===== config.mk =====
export PLATFORM = sky130hd
export DESIGN_NAME = primitive_to_triangle_assembler_unit
export DESIGN_NICKNAME = d
export VERILOG_FILES = /design/src/hdl/ptta_pkg.sv /design/src/hdl/primitive_to_triangle_assembler_unit.sv /design/src/hdl/ptta_front.sv /design/src/hdl/ptta_queue.sv /design/src/hdl/ptta_back.sv
export SDC_FILE = /design/constraint.sdc
export NUM_CORES = 2
export LEC_CHECK = 0
export ABC_AREA = 1
export BUFFER_PORTS_ARGS = -buffer_cell sky130_fd_sc_hd__buf_4
export CORE_ASPECT_RATIO = 0.5
export CORE_MARGIN = 1
export CORE_UTILIZATION = 55
export DETAILED_ROUTE_END_ITERATION = 8
export PLACE_DENSITY = 0.78
export RECOVER_POWER = 100
export SYNTH_ARGS = -nofsm -noshare
export SYNTH_HDL_FRONTEND = slang
export SYNTH_SLANG_ARGS = --single-unit

===== constraint.sdc =====
create_clock -name clk_i -period 54.2 [get_ports clk_i]
set_clock_uncertainty 0.1 [all_clocks]
set_input_delay 0 -clock clk_i [delete_from_list [all_inputs] [get_ports clk_i]]
set_output_delay 0 -clock clk_i [all_outputs]
set_load 0.03 [all_outputs]

===== src/hdl/ptta_pkg.sv =====
`default_nettype none

package ptta_pkg;

  localparam logic [1:0] MODE_PASS  = 2'd0;
  localparam logic [1:0] MODE_STRIP = 2'd1;
  localparam logic [1:0] MODE_QUAD  = 2'd2;

  localparam int unsigned HeldDepth  = 3;
  localparam int unsigned HeldIdxW   = $clog2(HeldDepth);
  localparam int unsigned StripKeep  = 2;
  localparam int unsigned QuadSize   = 4;
  localparam int unsigned JobSlots   = 4;
  localparam int unsigned SlotIdxW   = $clog2(JobSlots);
  localparam int unsigned MaxRun     = 6;
  localparam int unsigned StepW      = $clog2(MaxRun);
  localparam int unsigned QueueDepth = 2;
  localparam int unsigned QueuePtrW  = $clog2(QueueDepth);
  localparam int unsigned QueueCntW  = $clog2(QueueDepth + 1);

  typedef struct packed {
    logic [31:0] x;
    logic [31:0] y;
    logic [31:0] u;
    logic [31:0] v;
    logic [31:0] rgba;
  } vertex_t;

  typedef struct packed {
    logic        start_of_list;
    logic [31:0] pos_x;
    logic [31:0] pos_y;
    logic [31:0] tex_u;
    logic [31:0] tex_v;
    logic [31:0] rgba;
  } in_item_t;

  typedef struct packed {
    logic [31:0] out_x;
    logic [31:0] out_y;
    logic [31:0] out_u;
    logic [31:0] out_v;
    logic [31:0] out_rgba;
    logic        last_of_run;
  } out_item_t;

  typedef enum logic [1:0] {
    JOB_PASS,
    JOB_TRI,
    JOB_QUAD
  } job_kind_e;

  typedef struct packed {
    job_kind_e                  kind;
    vertex_t [JobSlots-1:0]     vtx;
  } job_t;

  typedef struct packed {
    logic valid;
    job_t job;
  } job_push_t;

  function automatic logic [StepW-1:0] job_len(job_kind_e kind);
    logic [StepW-1:0] len;
    unique case (kind)
      JOB_PASS: len = StepW'(1);
      JOB_TRI:  len = StepW'(3);
      JOB_QUAD: len = StepW'(MaxRun);
      default:  len = StepW'(1);
    endcase
    return len;
  endfunction

  // quad run emits a, b, c, c, d, b
  function automatic logic [SlotIdxW-1:0] job_slot(job_kind_e kind, logic [StepW-1:0] step);
    logic [SlotIdxW-1:0] slot;
    slot = step[SlotIdxW-1:0];
    if (kind == JOB_QUAD) begin
      case (step)
        StepW'(0): slot = SlotIdxW'(0);
        StepW'(1): slot = SlotIdxW'(1);
        StepW'(2): slot = SlotIdxW'(2);
        StepW'(3): slot = SlotIdxW'(2);
        StepW'(4): slot = SlotIdxW'(3);
        default:   slot = SlotIdxW'(1);
      endcase
    end
    return slot;
  endfunction

endpackage

`default_nettype wire


===== src/hdl/primitive_to_triangle_assembler_unit.sv =====
`default_nettype none

// Converts a vertex stream into a triangle list: pass-through, triangle strip
// (three vertices per input from the third on, winding kept) or quads (six
// vertices on every fourth input). The front takes one vertex per cycle unless
// the queue is full or a mode write is pending, into a two-entry job queue; the
// back drains one vertex per cycle, unless stalled, through a registered output,
// so strip and quad input rates are set by the single output port. start_of_list
// or a mode write restarts the list; a mode write holds input off for its cycle.
module primitive_to_triangle_assembler_unit (
  input  wire                 clk_i,
  input  wire                 rst_ni,
  input  wire                 cfg_valid_i,
  output logic                cfg_ready_o,
  input  wire  [1:0]          cfg_source_mode_i,
  input  wire                 in_valid_i,
  output logic                in_ready_o,
  input  ptta_pkg::in_item_t  in_item_i,
  output logic                out_valid_o,
  input  wire                 out_ready_i,
  output ptta_pkg::out_item_t out_item_o
);

  ptta_pkg::job_push_t push;
  ptta_pkg::job_t      head_job;
  logic                q_full, q_valid, q_pop, in_accept;

  assign cfg_ready_o = 1'b1;
  assign in_ready_o  = !q_full && !cfg_valid_i;
  assign in_accept   = in_valid_i && in_ready_o;

  ptta_front u_front (
    .clk_i             (clk_i),
    .rst_ni            (rst_ni),
    .cfg_valid_i       (cfg_valid_i),
    .cfg_source_mode_i (cfg_source_mode_i),
    .in_accept_i       (in_accept),
    .in_item_i         (in_item_i),
    .push_o            (push)
  );

  ptta_queue u_queue (
    .clk_i   (clk_i),
    .rst_ni  (rst_ni),
    .push_i  (push),
    .pop_i   (q_pop),
    .full_o  (q_full),
    .valid_o (q_valid),
    .job_o   (head_job)
  );

  ptta_back u_back (
    .clk_i       (clk_i),
    .rst_ni      (rst_ni),
    .job_valid_i (q_valid),
    .job_i       (head_job),
    .pop_o       (q_pop),
    .out_valid_o (out_valid_o),
    .out_ready_i (out_ready_i),
    .out_item_o  (out_item_o)
  );

endmodule

`default_nettype wire


===== src/hdl/ptta_front.sv =====
`default_nettype none

module ptta_front (
  input  wire                 clk_i,
  input  wire                 rst_ni,
  input  wire                 cfg_valid_i,
  input  wire  [1:0]          cfg_source_mode_i,
  input  wire                 in_accept_i,
  input  ptta_pkg::in_item_t  in_item_i,
  output ptta_pkg::job_push_t push_o
);

  logic [1:0]                      mode_q, mode_d;
  logic [1:0]                      phase_q, phase_d;
  logic [1:0]                      ready_q, ready_d;
  logic                            parity_q, parity_d;
  ptta_pkg::vertex_t               held_q [ptta_pkg::HeldDepth];
  ptta_pkg::vertex_t               held_d [ptta_pkg::HeldDepth];
  ptta_pkg::vertex_t               cur;
  logic [1:0]                      phase_eff, ready_eff;
  logic                            parity_eff;

  assign cur.x    = in_item_i.pos_x;
  assign cur.y    = in_item_i.pos_y;
  assign cur.u    = in_item_i.tex_u;
  assign cur.v    = in_item_i.tex_v;
  assign cur.rgba = in_item_i.rgba;

  assign phase_eff  = in_item_i.start_of_list ? 2'd0 : phase_q;
  assign ready_eff  = in_item_i.start_of_list ? 2'd0 : ready_q;
  assign parity_eff = in_item_i.start_of_list ? 1'b0 : parity_q;

  always_comb begin
    mode_d      = mode_q;
    phase_d     = phase_q;
    ready_d     = ready_q;
    parity_d    = parity_q;
    held_d      = held_q;
    push_o      = '0;
    push_o.job.kind = ptta_pkg::JOB_PASS;
    if (cfg_valid_i) begin
      mode_d   = cfg_source_mode_i;
      phase_d  = 2'd0;
      ready_d  = 2'd0;
      parity_d = 1'b0;
    end else if (in_accept_i) begin
      phase_d  = phase_eff;
      ready_d  = ready_eff;
      parity_d = parity_eff;
      case (mode_q)
        ptta_pkg::MODE_STRIP: begin
          if (ready_eff < 2'(ptta_pkg::StripKeep)) begin
            held_d[ready_eff[ptta_pkg::HeldIdxW-1:0]] = cur;
            ready_d = ready_eff + 2'd1;
          end else begin
            push_o.valid      = 1'b1;
            push_o.job.kind   = ptta_pkg::JOB_TRI;
            push_o.job.vtx[0] = held_q[0];
            push_o.job.vtx[1] = parity_eff ? held_q[1] : cur;
            push_o.job.vtx[2] = parity_eff ? cur : held_q[1];
            held_d[0] = held_q[1];
            held_d[1] = cur;
            parity_d  = ~parity_eff;
          end
        end
        ptta_pkg::MODE_QUAD: begin
          if (phase_eff < 2'(ptta_pkg::QuadSize - 1)) begin
            held_d[phase_eff[ptta_pkg::HeldIdxW-1:0]] = cur;
            phase_d = phase_eff + 2'd1;
          end else begin
            push_o.valid      = 1'b1;
            push_o.job.kind   = ptta_pkg::JOB_QUAD;
            push_o.job.vtx[0] = held_q[0];
            push_o.job.vtx[1] = held_q[1];
            push_o.job.vtx[2] = held_q[2];
            push_o.job.vtx[3] = cur;
            phase_d = 2'd0;
          end
        end
        default: begin
          push_o.valid      = 1'b1;
          push_o.job.kind   = ptta_pkg::JOB_PASS;
          push_o.job.vtx[0] = cur;
        end
      endcase
    end
  end

  always_ff @(posedge clk_i or negedge rst_ni) begin
    if (!rst_ni) begin
      mode_q   <= ptta_pkg::MODE_PASS;
      phase_q  <= 2'd0;
      ready_q  <= 2'd0;
      parity_q <= 1'b0;
    end else begin
      mode_q   <= mode_d;
      phase_q  <= phase_d;
      ready_q  <= ready_d;
      parity_q <= parity_d;
    end
  end

  always_ff @(posedge clk_i) begin
    held_q <= held_d;
  end

endmodule

`default_nettype wire


===== src/hdl/ptta_queue.sv =====
`default_nettype none

module ptta_queue (
  input  wire                 clk_i,
  input  wire                 rst_ni,
  input  ptta_pkg::job_push_t push_i,
  input  wire                 pop_i,
  output logic                full_o,
  output logic                valid_o,
  output ptta_pkg::job_t      job_o
);

  ptta_pkg::job_t                   mem_q [ptta_pkg::QueueDepth];
  logic [ptta_pkg::QueuePtrW-1:0]   wr_q, rd_q;
  logic [ptta_pkg::QueueCntW-1:0]   cnt_q;
  logic                             do_pop;

  assign full_o  = (cnt_q == ptta_pkg::QueueCntW'(ptta_pkg::QueueDepth));
  assign valid_o = (cnt_q != '0);
  assign job_o   = mem_q[rd_q];
  assign do_pop  = pop_i && valid_o;

  always_ff @(posedge clk_i) begin
    if (push_i.valid) begin
      mem_q[wr_q] <= push_i.job;
    end
  end

  always_ff @(posedge clk_i or negedge rst_ni) begin
    if (!rst_ni) begin
      wr_q  <= '0;
      rd_q  <= '0;
      cnt_q <= '0;
    end else begin
      if (push_i.valid) begin
        wr_q <= wr_q + ptta_pkg::QueuePtrW'(1);
      end
      if (do_pop) begin
        rd_q <= rd_q + ptta_pkg::QueuePtrW'(1);
      end
      cnt_q <= cnt_q + ptta_pkg::QueueCntW'(push_i.valid) - ptta_pkg::QueueCntW'(do_pop);
    end
  end

endmodule

`default_nettype wire


===== src/hdl/ptta_back.sv =====
`default_nettype none

module ptta_back (
  input  wire                 clk_i,
  input  wire                 rst_ni,
  input  wire                 job_valid_i,
  input  ptta_pkg::job_t      job_i,
  output logic                pop_o,
  output logic                out_valid_o,
  input  wire                 out_ready_i,
  output ptta_pkg::out_item_t out_item_o
);

  logic [ptta_pkg::StepW-1:0]    step_q, step_d;
  logic                          out_valid_q, out_valid_d;
  ptta_pkg::out_item_t           out_q, out_d;
  logic                          advance, is_last;
  logic [ptta_pkg::StepW-1:0]    run_len;
  ptta_pkg::vertex_t             sel;

  assign advance = !out_valid_q || out_ready_i;
  assign run_len = ptta_pkg::job_len(job_i.kind);
  assign is_last = (step_q == run_len - ptta_pkg::StepW'(1));
  assign sel     = job_i.vtx[ptta_pkg::job_slot(job_i.kind, step_q)];
  assign pop_o   = advance && job_valid_i && is_last;

  always_comb begin
    step_d      = step_q;
    out_valid_d = out_valid_q;
    out_d       = out_q;
    if (advance) begin
      out_valid_d = job_valid_i;
      if (job_valid_i) begin
        out_d.out_x       = sel.x;
        out_d.out_y       = sel.y;
        out_d.out_u       = sel.u;
        out_d.out_v       = sel.v;
        out_d.out_rgba    = sel.rgba;
        out_d.last_of_run = is_last;
        step_d = is_last ? '0 : step_q + ptta_pkg::StepW'(1);
      end
    end
  end

  always_ff @(posedge clk_i or negedge rst_ni) begin
    if (!rst_ni) begin
      step_q      <= '0;
      out_valid_q <= 1'b0;
    end else begin
      step_q      <= step_d;
      out_valid_q <= out_valid_d;
    end
  end

  always_ff @(posedge clk_i) begin
    out_q <= out_d;
  end

  assign out_valid_o = out_valid_q;
  assign out_item_o  = out_q;

  a_idle_step: assert property (@(posedge clk_i) disable iff (!rst_ni)
    !job_valid_i |-> step_q == '0)
    else $error("step counter moved without a job");

  a_step_range: assert property (@(posedge clk_i) disable iff (!rst_ni)
    job_valid_i |-> step_q < run_len)
    else $error("step beyond run length");

  a_pop_last: assert property (@(posedge clk_i) disable iff (!rst_ni)
    pop_o |=> out_valid_q && out_q.last_of_run)
    else $error("job retired without last vertex");

endmodule

`default_nettype wire

# Yosys cells after proc, flatten, opt, wreduce, memory -nomap -nowiden

Memories as Yosys holds them, arrays and structs flattened.
Index checks and enable logic that the tools add are counted.

Mux-type cells: 44
Order comparisons: 7
Equal/unequal tests: 11
Add/sub/neg operators: 8
Reduce and logical (&&, ||, !) cells: 19
Bitwise operators: 4

Operators by type and width:

| cell                                                       | count |
|---|---|
| 2-to-1 mux 643 bit                                         | 3 |
| 2-to-1 mux 160 bit                                         | 7 |
| bitwise mux 480 bit                                        | 2 |
| 2-to-1 mux 480 bit                                         | 2 |
| case mux 480 bit (2 select lines)                          | 1 |
| demux 160 bit (select 2 bit)                               | 2 |
| case mux 320 bit (2 select lines)                          | 1 |
| binary-select mux 160 bit (select 2 bit)                   | 1 |
| 2-to-1 mux 320 bit                                         | 1 |
| case mux 160 bit (2 select lines)                          | 1 |
| 2-to-1 mux 2 bit                                           | 11 |
| case mux 3 bit (2 select lines)                            | 2 |
| logical AND 1 bit                                          | 7 |
| 2-to-1 mux 1 bit                                           | 7 |
| equality test 2 bit, second input constant                 | 3 |
| equality test 3 x 2 -> 1 bit, second input constant        | 2 |
| >= comparator 3 bit, second input constant                 | 2 |
| less-than comparator 3 x 1 -> 1 bit, second input constant | 2 |
| 2-to-1 mux 3 bit                                           | 2 |
| inverter 2 -> 3 bit                                        | 2 |
| case mux 2 bit (3 select lines)                            | 1 |
| nonzero test 2 bit                                         | 3 |
| AND reduction 5 bit                                        | 1 |
| adder 2 x 1 -> 2 bit, second input constant                | 2 |
| other kinds (18)                                           | 25 |

Input port bits: 168
Output and inout bits: 164
RAM bits: 1,284
Word-level logic and storage cells: 124
Flip-flop bits (word level): 656
Memories kept: 1

Memories:

| name          | depth | bits a word | rd ports | clocked after memory_dff | wr ports | RTL line         | RTL |
|---|---|---|---|---|---|---|---|
| u_queue.mem_q | 2     | 642         | 1        | 0                        | 1        | ptta_queue.sv:13 | `ptta_pkg::job_t mem_q [ptta_pkg::QueueDepth];` |

# Longest topological paths before layout

Word-level depth: 9
Mapped depth: 13
Gate-level depth less buffers: 12

# Modules after synthesis

Synthesis repeated with hierarchy kept, for this count alone.

Cell total of the unflattened synthesis: 9,336
Area, all modules: 90,624.4 µm²

Modules (own cells, without submodules):

| module                               | cells each | seq. area each (µm²) | area each (µm²) | instances |
|---|---|---|---|---|
| ptta_queue                           | 3,383      | 38,657.1             | 46,932.5        | 1 |
| ptta_front                           | 3,833      | 14,589.0             | 30,292.8        | 1 |
| ptta_back                            | 2,112      | 4,934.7              | 13,360.3        | 1 |
| primitive_to_triangle_assembler_unit | 8          | 0.0                  | 38.8            | 1 |

# Least setup slack after synthesis

No wires, ideal clock.

Path type: flip-flop to flip-flop
Start point: register u_queue.cnt_q[1] in the netlist's numbering
End point: memory u_queue.mem_q[0][0] in the netlist's numbering (enable)
Stages on the path, launching flop included: 8
Data required time: 52.438 ns
Arrival: 28.102 ns
Path slack: 24.336 ns
Clock period less this slack: 29.864 ns
Path buffers: 2
Setup time: 1.662 ns
Path through: dfrtp_1 a21oi_2 nand2_2 clkinv_1 nand2_1 buf_2 buf_2 nor2_1

Word-level cells in the longest chain between the ends: 8

RTL lines:

| item                                   | RTL line                                   | RTL |
|---|---|---|
| start: declaration                     | ptta_queue.sv:15                           | `logic [ptta_pkg::QueueCntW-1:0] cnt_q;` |
| start signal: assignment               | ptta_queue.sv:41                           | `cnt_q <= cnt_q + ptta_pkg::QueueCntW'(push_i.valid) - ptta_pkg::QueueCntW'(do_pop);` |
| equality test 2 bit                    | ptta_queue.sv:18                           | `assign full_o = (cnt_q == ptta_pkg::QueueCntW'(ptta_pkg::QueueDepth));` |
| logical NOT 1 bit                      | primitive_to_triangle_assembler_unit.sv:29 | `assign in_ready_o = !q_full && !cfg_valid_i;` |
| logical AND 1 bit                      | primitive_to_triangle_assembler_unit.sv:29 |  |
| named net in_ready_o                   | primitive_to_triangle_assembler_unit.sv:17 | `output logic in_ready_o,` |
| logical AND 1 bit                      | primitive_to_triangle_assembler_unit.sv:30 | `assign in_accept = in_valid_i && in_ready_o;` |
| 2-to-1 mux 643 bit                     | ptta_front.sv:46                           | `end else if (in_accept_i) begin` |
| 2-to-1 mux 643 bit                     | ptta_front.sv:41                           | `if (cfg_valid_i) begin` |
| 2-to-1 mux 1 bit                       | ptta_queue.sv:24                           | `if (push_i.valid) begin` |
| 2-to-1 mux 1 bit (implied by the code) | ptta_queue.sv:25                           | `mem_q[wr_q] <= push_i.job;` |
| end: declaration                       | ptta_queue.sv:13                           |  |

The timed path passes the listed nets, and every way through them passes these cells.

==> qor.csv <==
metric,value,unit
core_area,155600,um2
start_kind,flop,
min-delay-start,in_item_i[118],
min_period,24.18,ns
port_buffers,330,
clkPwrFrac,0.260,
dieHeight,282.7,um
postCtsHoldBufs,203,
avgRoutedWirePerCell,25.03,um
yosysUniqueCellTypes,32,
cp_data_required_time,54.59,ns
post_cts_buffers,0,
rsz0062_at_grt,no,
path_clk_slew,0.07,ns
place_congestion,0.7855,
synthesis.nets,7593,
cp_cell_sequence,clkbuf_1 -> inv_1 -> nand2_1 -> nand2_1 -> nand2_1 -> nand2_1 -> o21ai_4 -> clkbuf_1 -> clkinvlp_2 -> clkbuf_1 -> nand3_1 -> nand2_1,
fmaxAchievable,41.35,MHz
num_rows,102,
power.total,4.585,mW
syn_avg_cell_area,11.70,um2
cts_buffers,170,
powerDensity,47.45,nW/um2
reg2reg_to,u_back.out_item_o[159]$_DFFE_PN_,
yosys.area.top_type,edfxtp_1,
regToRegSetupSlack,30.02,ns
stdcell_area,96630,um2
grt_pass1_vias,61210,
hold_viol_final,0,
tritoncts,done,
die_area,159300,um2
via_count,62880,
maxSlewHeadroom,-5.995,
synthCells,7410,
antenna_found_initial,4,
yosysSeqAreaShare,0.6713,
worst-path-buf-inv,5,
cts-htree-levels,4,
place_hpwl,117.4,mm
seqPwrFrac,0.426,
fin_crit_sh,0.4462,
synthToLayoutAreaGrowth,11.49,%
grt_use_met3,0.05205,
yosys-top-cells-count,"edfxtp_1, nand2_1, nor2_1",
overflow,0,
initial_core_util,0.5571,
place_area,90290,um2
violations,"max-capacitance violations, max-slew violations",
final-max-slew-violation-count,3798,
netSwitchingFraction,0.3526,
synthesis.area,86670,um2
comb_power_share,0.314,
reg2reg_depth,12,
track_usage,0.3027,
yosysMostFrequentCell,edfxtp_1,
cts_root_buf,clkbuf_16,
cts.path.max_buffers,3,
switchingPower,1.617,mW
worstSetupPathType,flop to flop,
endpoint_kind,flop,
drive_gt1_frac,0.06024,
timing.rr.start,u_queue.rd_q$_DFFE_PN0P_,
worstHoldPathCells,4,
setup-tns-final,0,ns
drc,0,
cap_violations,57,
peakVddDrop,54.84,uV
viasPerCell,6.382,
clock_sinks,1940,
yosys_warnings,0,
use_met1,0.3924,
p_leak,34.49,nW
post_cts_resized,0,
path_common_cell,nand2_1,
pin_count,332,
critPathMaxFanout,133,
ys_async_sr_fraction,0.007732,
p_int,2.968,mW
synth_top_cells_by_area,"edfxtp_1, mux2i_1, nand2_1",
layout.nets,7812,
cp_top_family,buffers and inverters,
worstHoldEndpoint,u_front.held_q[118]$_DFFE_PP_,
finalWirelength,246.6,mm
fin_cells,9853,
critPathSlowestCell,clkbuf_1,
ys_ff_latch,1940,
die_x,563.4,um
grt.busiest_layer,met2,
drtPass1Iterations,8,
placed_cells,9334,
critical_path_arrival,24.57,ns
worstSkewPairLatency,0.79,ns
grt_pass1_wl,363.2,mm
ys.flop_type,edfxtp_1,
final-setup-viol-count,0,
tightestPinTransition,10.49,ns
status,"finished, violations left",
ant_nets,0,
met2_usage,0.5014,
synth_top_area_share,0.6670,
drt-initial-drc-count,8828,
slowest_delay,6.91,ns
grt_max_degree,179,
hp-class,input port to flop,
synth-edff-count,1925,
==> cell usage in the layout (no fill, tap or decap), types with 5 or more instances in the layout <==
| cell type | synthesis | routed |
|---|---|---|
| clkinv_2 | 0 | 30 |
| inv_6 | 0 | 6 |
| clkinvlp_2 | 0 | 5 |
| a211oi_1 | 117 | 117 |
| clkbuf_1 | 286 | 271 |
| dlygate4sd3_1 | 0 | 203 |
| o221ai_1 | 97 | 97 |
| clkbuf_16 | 0 | 177 |
| nand3_1 | 707 | 708 |
| mux2i_1 | 641 | 641 |
| o211ai_1 | 43 | 43 |
| a21oi_1 | 262 | 262 |
| dfrtp_1 | 15 | 15 |
| clkinv_1 | 2 | 23 |
| nand2_1 | 1034 | 1031 |
| o22ai_1 | 67 | 66 |
| bufinv_16 | 0 | 9 |
| edfxtp_1 | 1925 | 1925 |
| buf_4 | 13 | 208 |
| o21ai_0 | 743 | 743 |
| nor2_1 | 896 | 895 |
| ha_1 | 15 | 14 |
| inv_1 | 236 | 237 |
==> routing by layer <==
metal | vias to the layer above | share of wire
li1 | 27250 | -
met1 | 30590 | 0.36
met5 | - | 0.000089
met2 | 4344 | 0.48
met4 | 4 | 0.046
met3 | 700 | 0.12
==> flip-flops by register name (all words and copies together), names as in the netlist <==
name,flops
u_queue.wr_q,1
u_back.out_item_o,161
u_queue.mem_q,1284
u_front.held_q,480
u_queue.cnt_q,2
u_back.step_q,3
u_queue.rd_q,1
u_front.mode_q,2
u_front.parity_q,1
u_front.phase_q,2
u_back.out_valid_o,1
u_front.ready_q,2
==> power groups by stage <==
stage | registers, mW | logic [mW] | clock network [mW]
floorplan | 2.17 | 0.813 | 0
global placement | 1.96 | 1.39 | 0
detailed placement | 1.96 | 1.41 | 0
CTS | 1.93 | 1.43 | 1.20
global route | 1.96 | 1.52 | 1.25
finish | 1.95 | 1.44 | 1.19
==> metrics by stage <==
stage	setup WS, ns	hold WS (ns)	utilization
6_report	30.02	0.05088	0.6211
5_1_grt	29.58	0.05758	0.6211
4_1_cts	46.76	0.00001560	0.6276
2_1_floorplan	24.34	-0.3956	-
3_3_place_gp	46.91	-0.2138	0.5804
3_5_place_dp	46.76	-0.2128	0.5804
==> final cells by class <==
class,instances,area [um2]
timing repair buffer,629,4464
tap,2080,2603
sequential,1940,58180
antenna,4,10.01
clock buffer,236,4671
fill,11690,58940
inverter,247,950.9
clock inverter,76,641.9
multi-input combinational,4641,25110
==> kinds of logic (layout without fill, tap and decap cells) <==
group / after synthesis / after routing / share of synthesized area
flops: 1940 / 1940 / 0.6713
buf+inv: 829 / 1188 / 0.03996
other cells: 1 / 5 / 0.00004327
compound gates: 1334 / 1334 / 0.08699
simple gates: 2647 / 2647 / 0.1252
fa+ha+maj: 15 / 15 / 0.002165
mux: 641 / 641 / 0.07403
xor+xnor: 3 / 3 / 0.0003032
==> worst register-to-register path, stage by stage (launching register included) <==
cell	delay, ns
dfrtp_1	2.52
clkbuf_1	6.92
inv_1	1.45
nand2_1	0.35
nand2_1	0.14
nand2_1	0.28
nand2_1	0.15
o21ai_4	0.07
clkbuf_1	3.34
clkinvlp_2	5.50
clkbuf_1	2.13
nand3_1	0.69
nand2_1	0.26
==> worst max-delay path by stage <==
| stage | from | endpoint | depth (start not counted) |
|---|---|---|---|
| final | u_queue.rd_q$_DFFE_PN0P_ | u_back.out_item_o[159]$_DFFE_PN_ | 12 |
| after global routing | u_queue.rd_q$_DFFE_PN0P_ | u_back.out_item_o[159]$_DFFE_PN_ | 12 |
| after CTS | u_front.mode_q[0]$_DFFE_PN0P_ | u_queue.mem_q[1][70]$_DFFE_PP_ | 11 |
| after detailed placement | u_front.mode_q[0]$_DFFE_PN0P_ | u_queue.mem_q[1][232]$_DFFE_PP_ | 11 |
| after global placement | u_front.mode_q[0]$_DFFE_PN0P_ | u_queue.mem_q[1][389]$_DFFE_PP_ | 11 |
| after floorplan | u_queue.cnt_q[1]$_DFF_PN0_ | u_queue.mem_q[0][0]$_DFFE_PP_ | 7 |
Power figures use the tool's default switching activity.
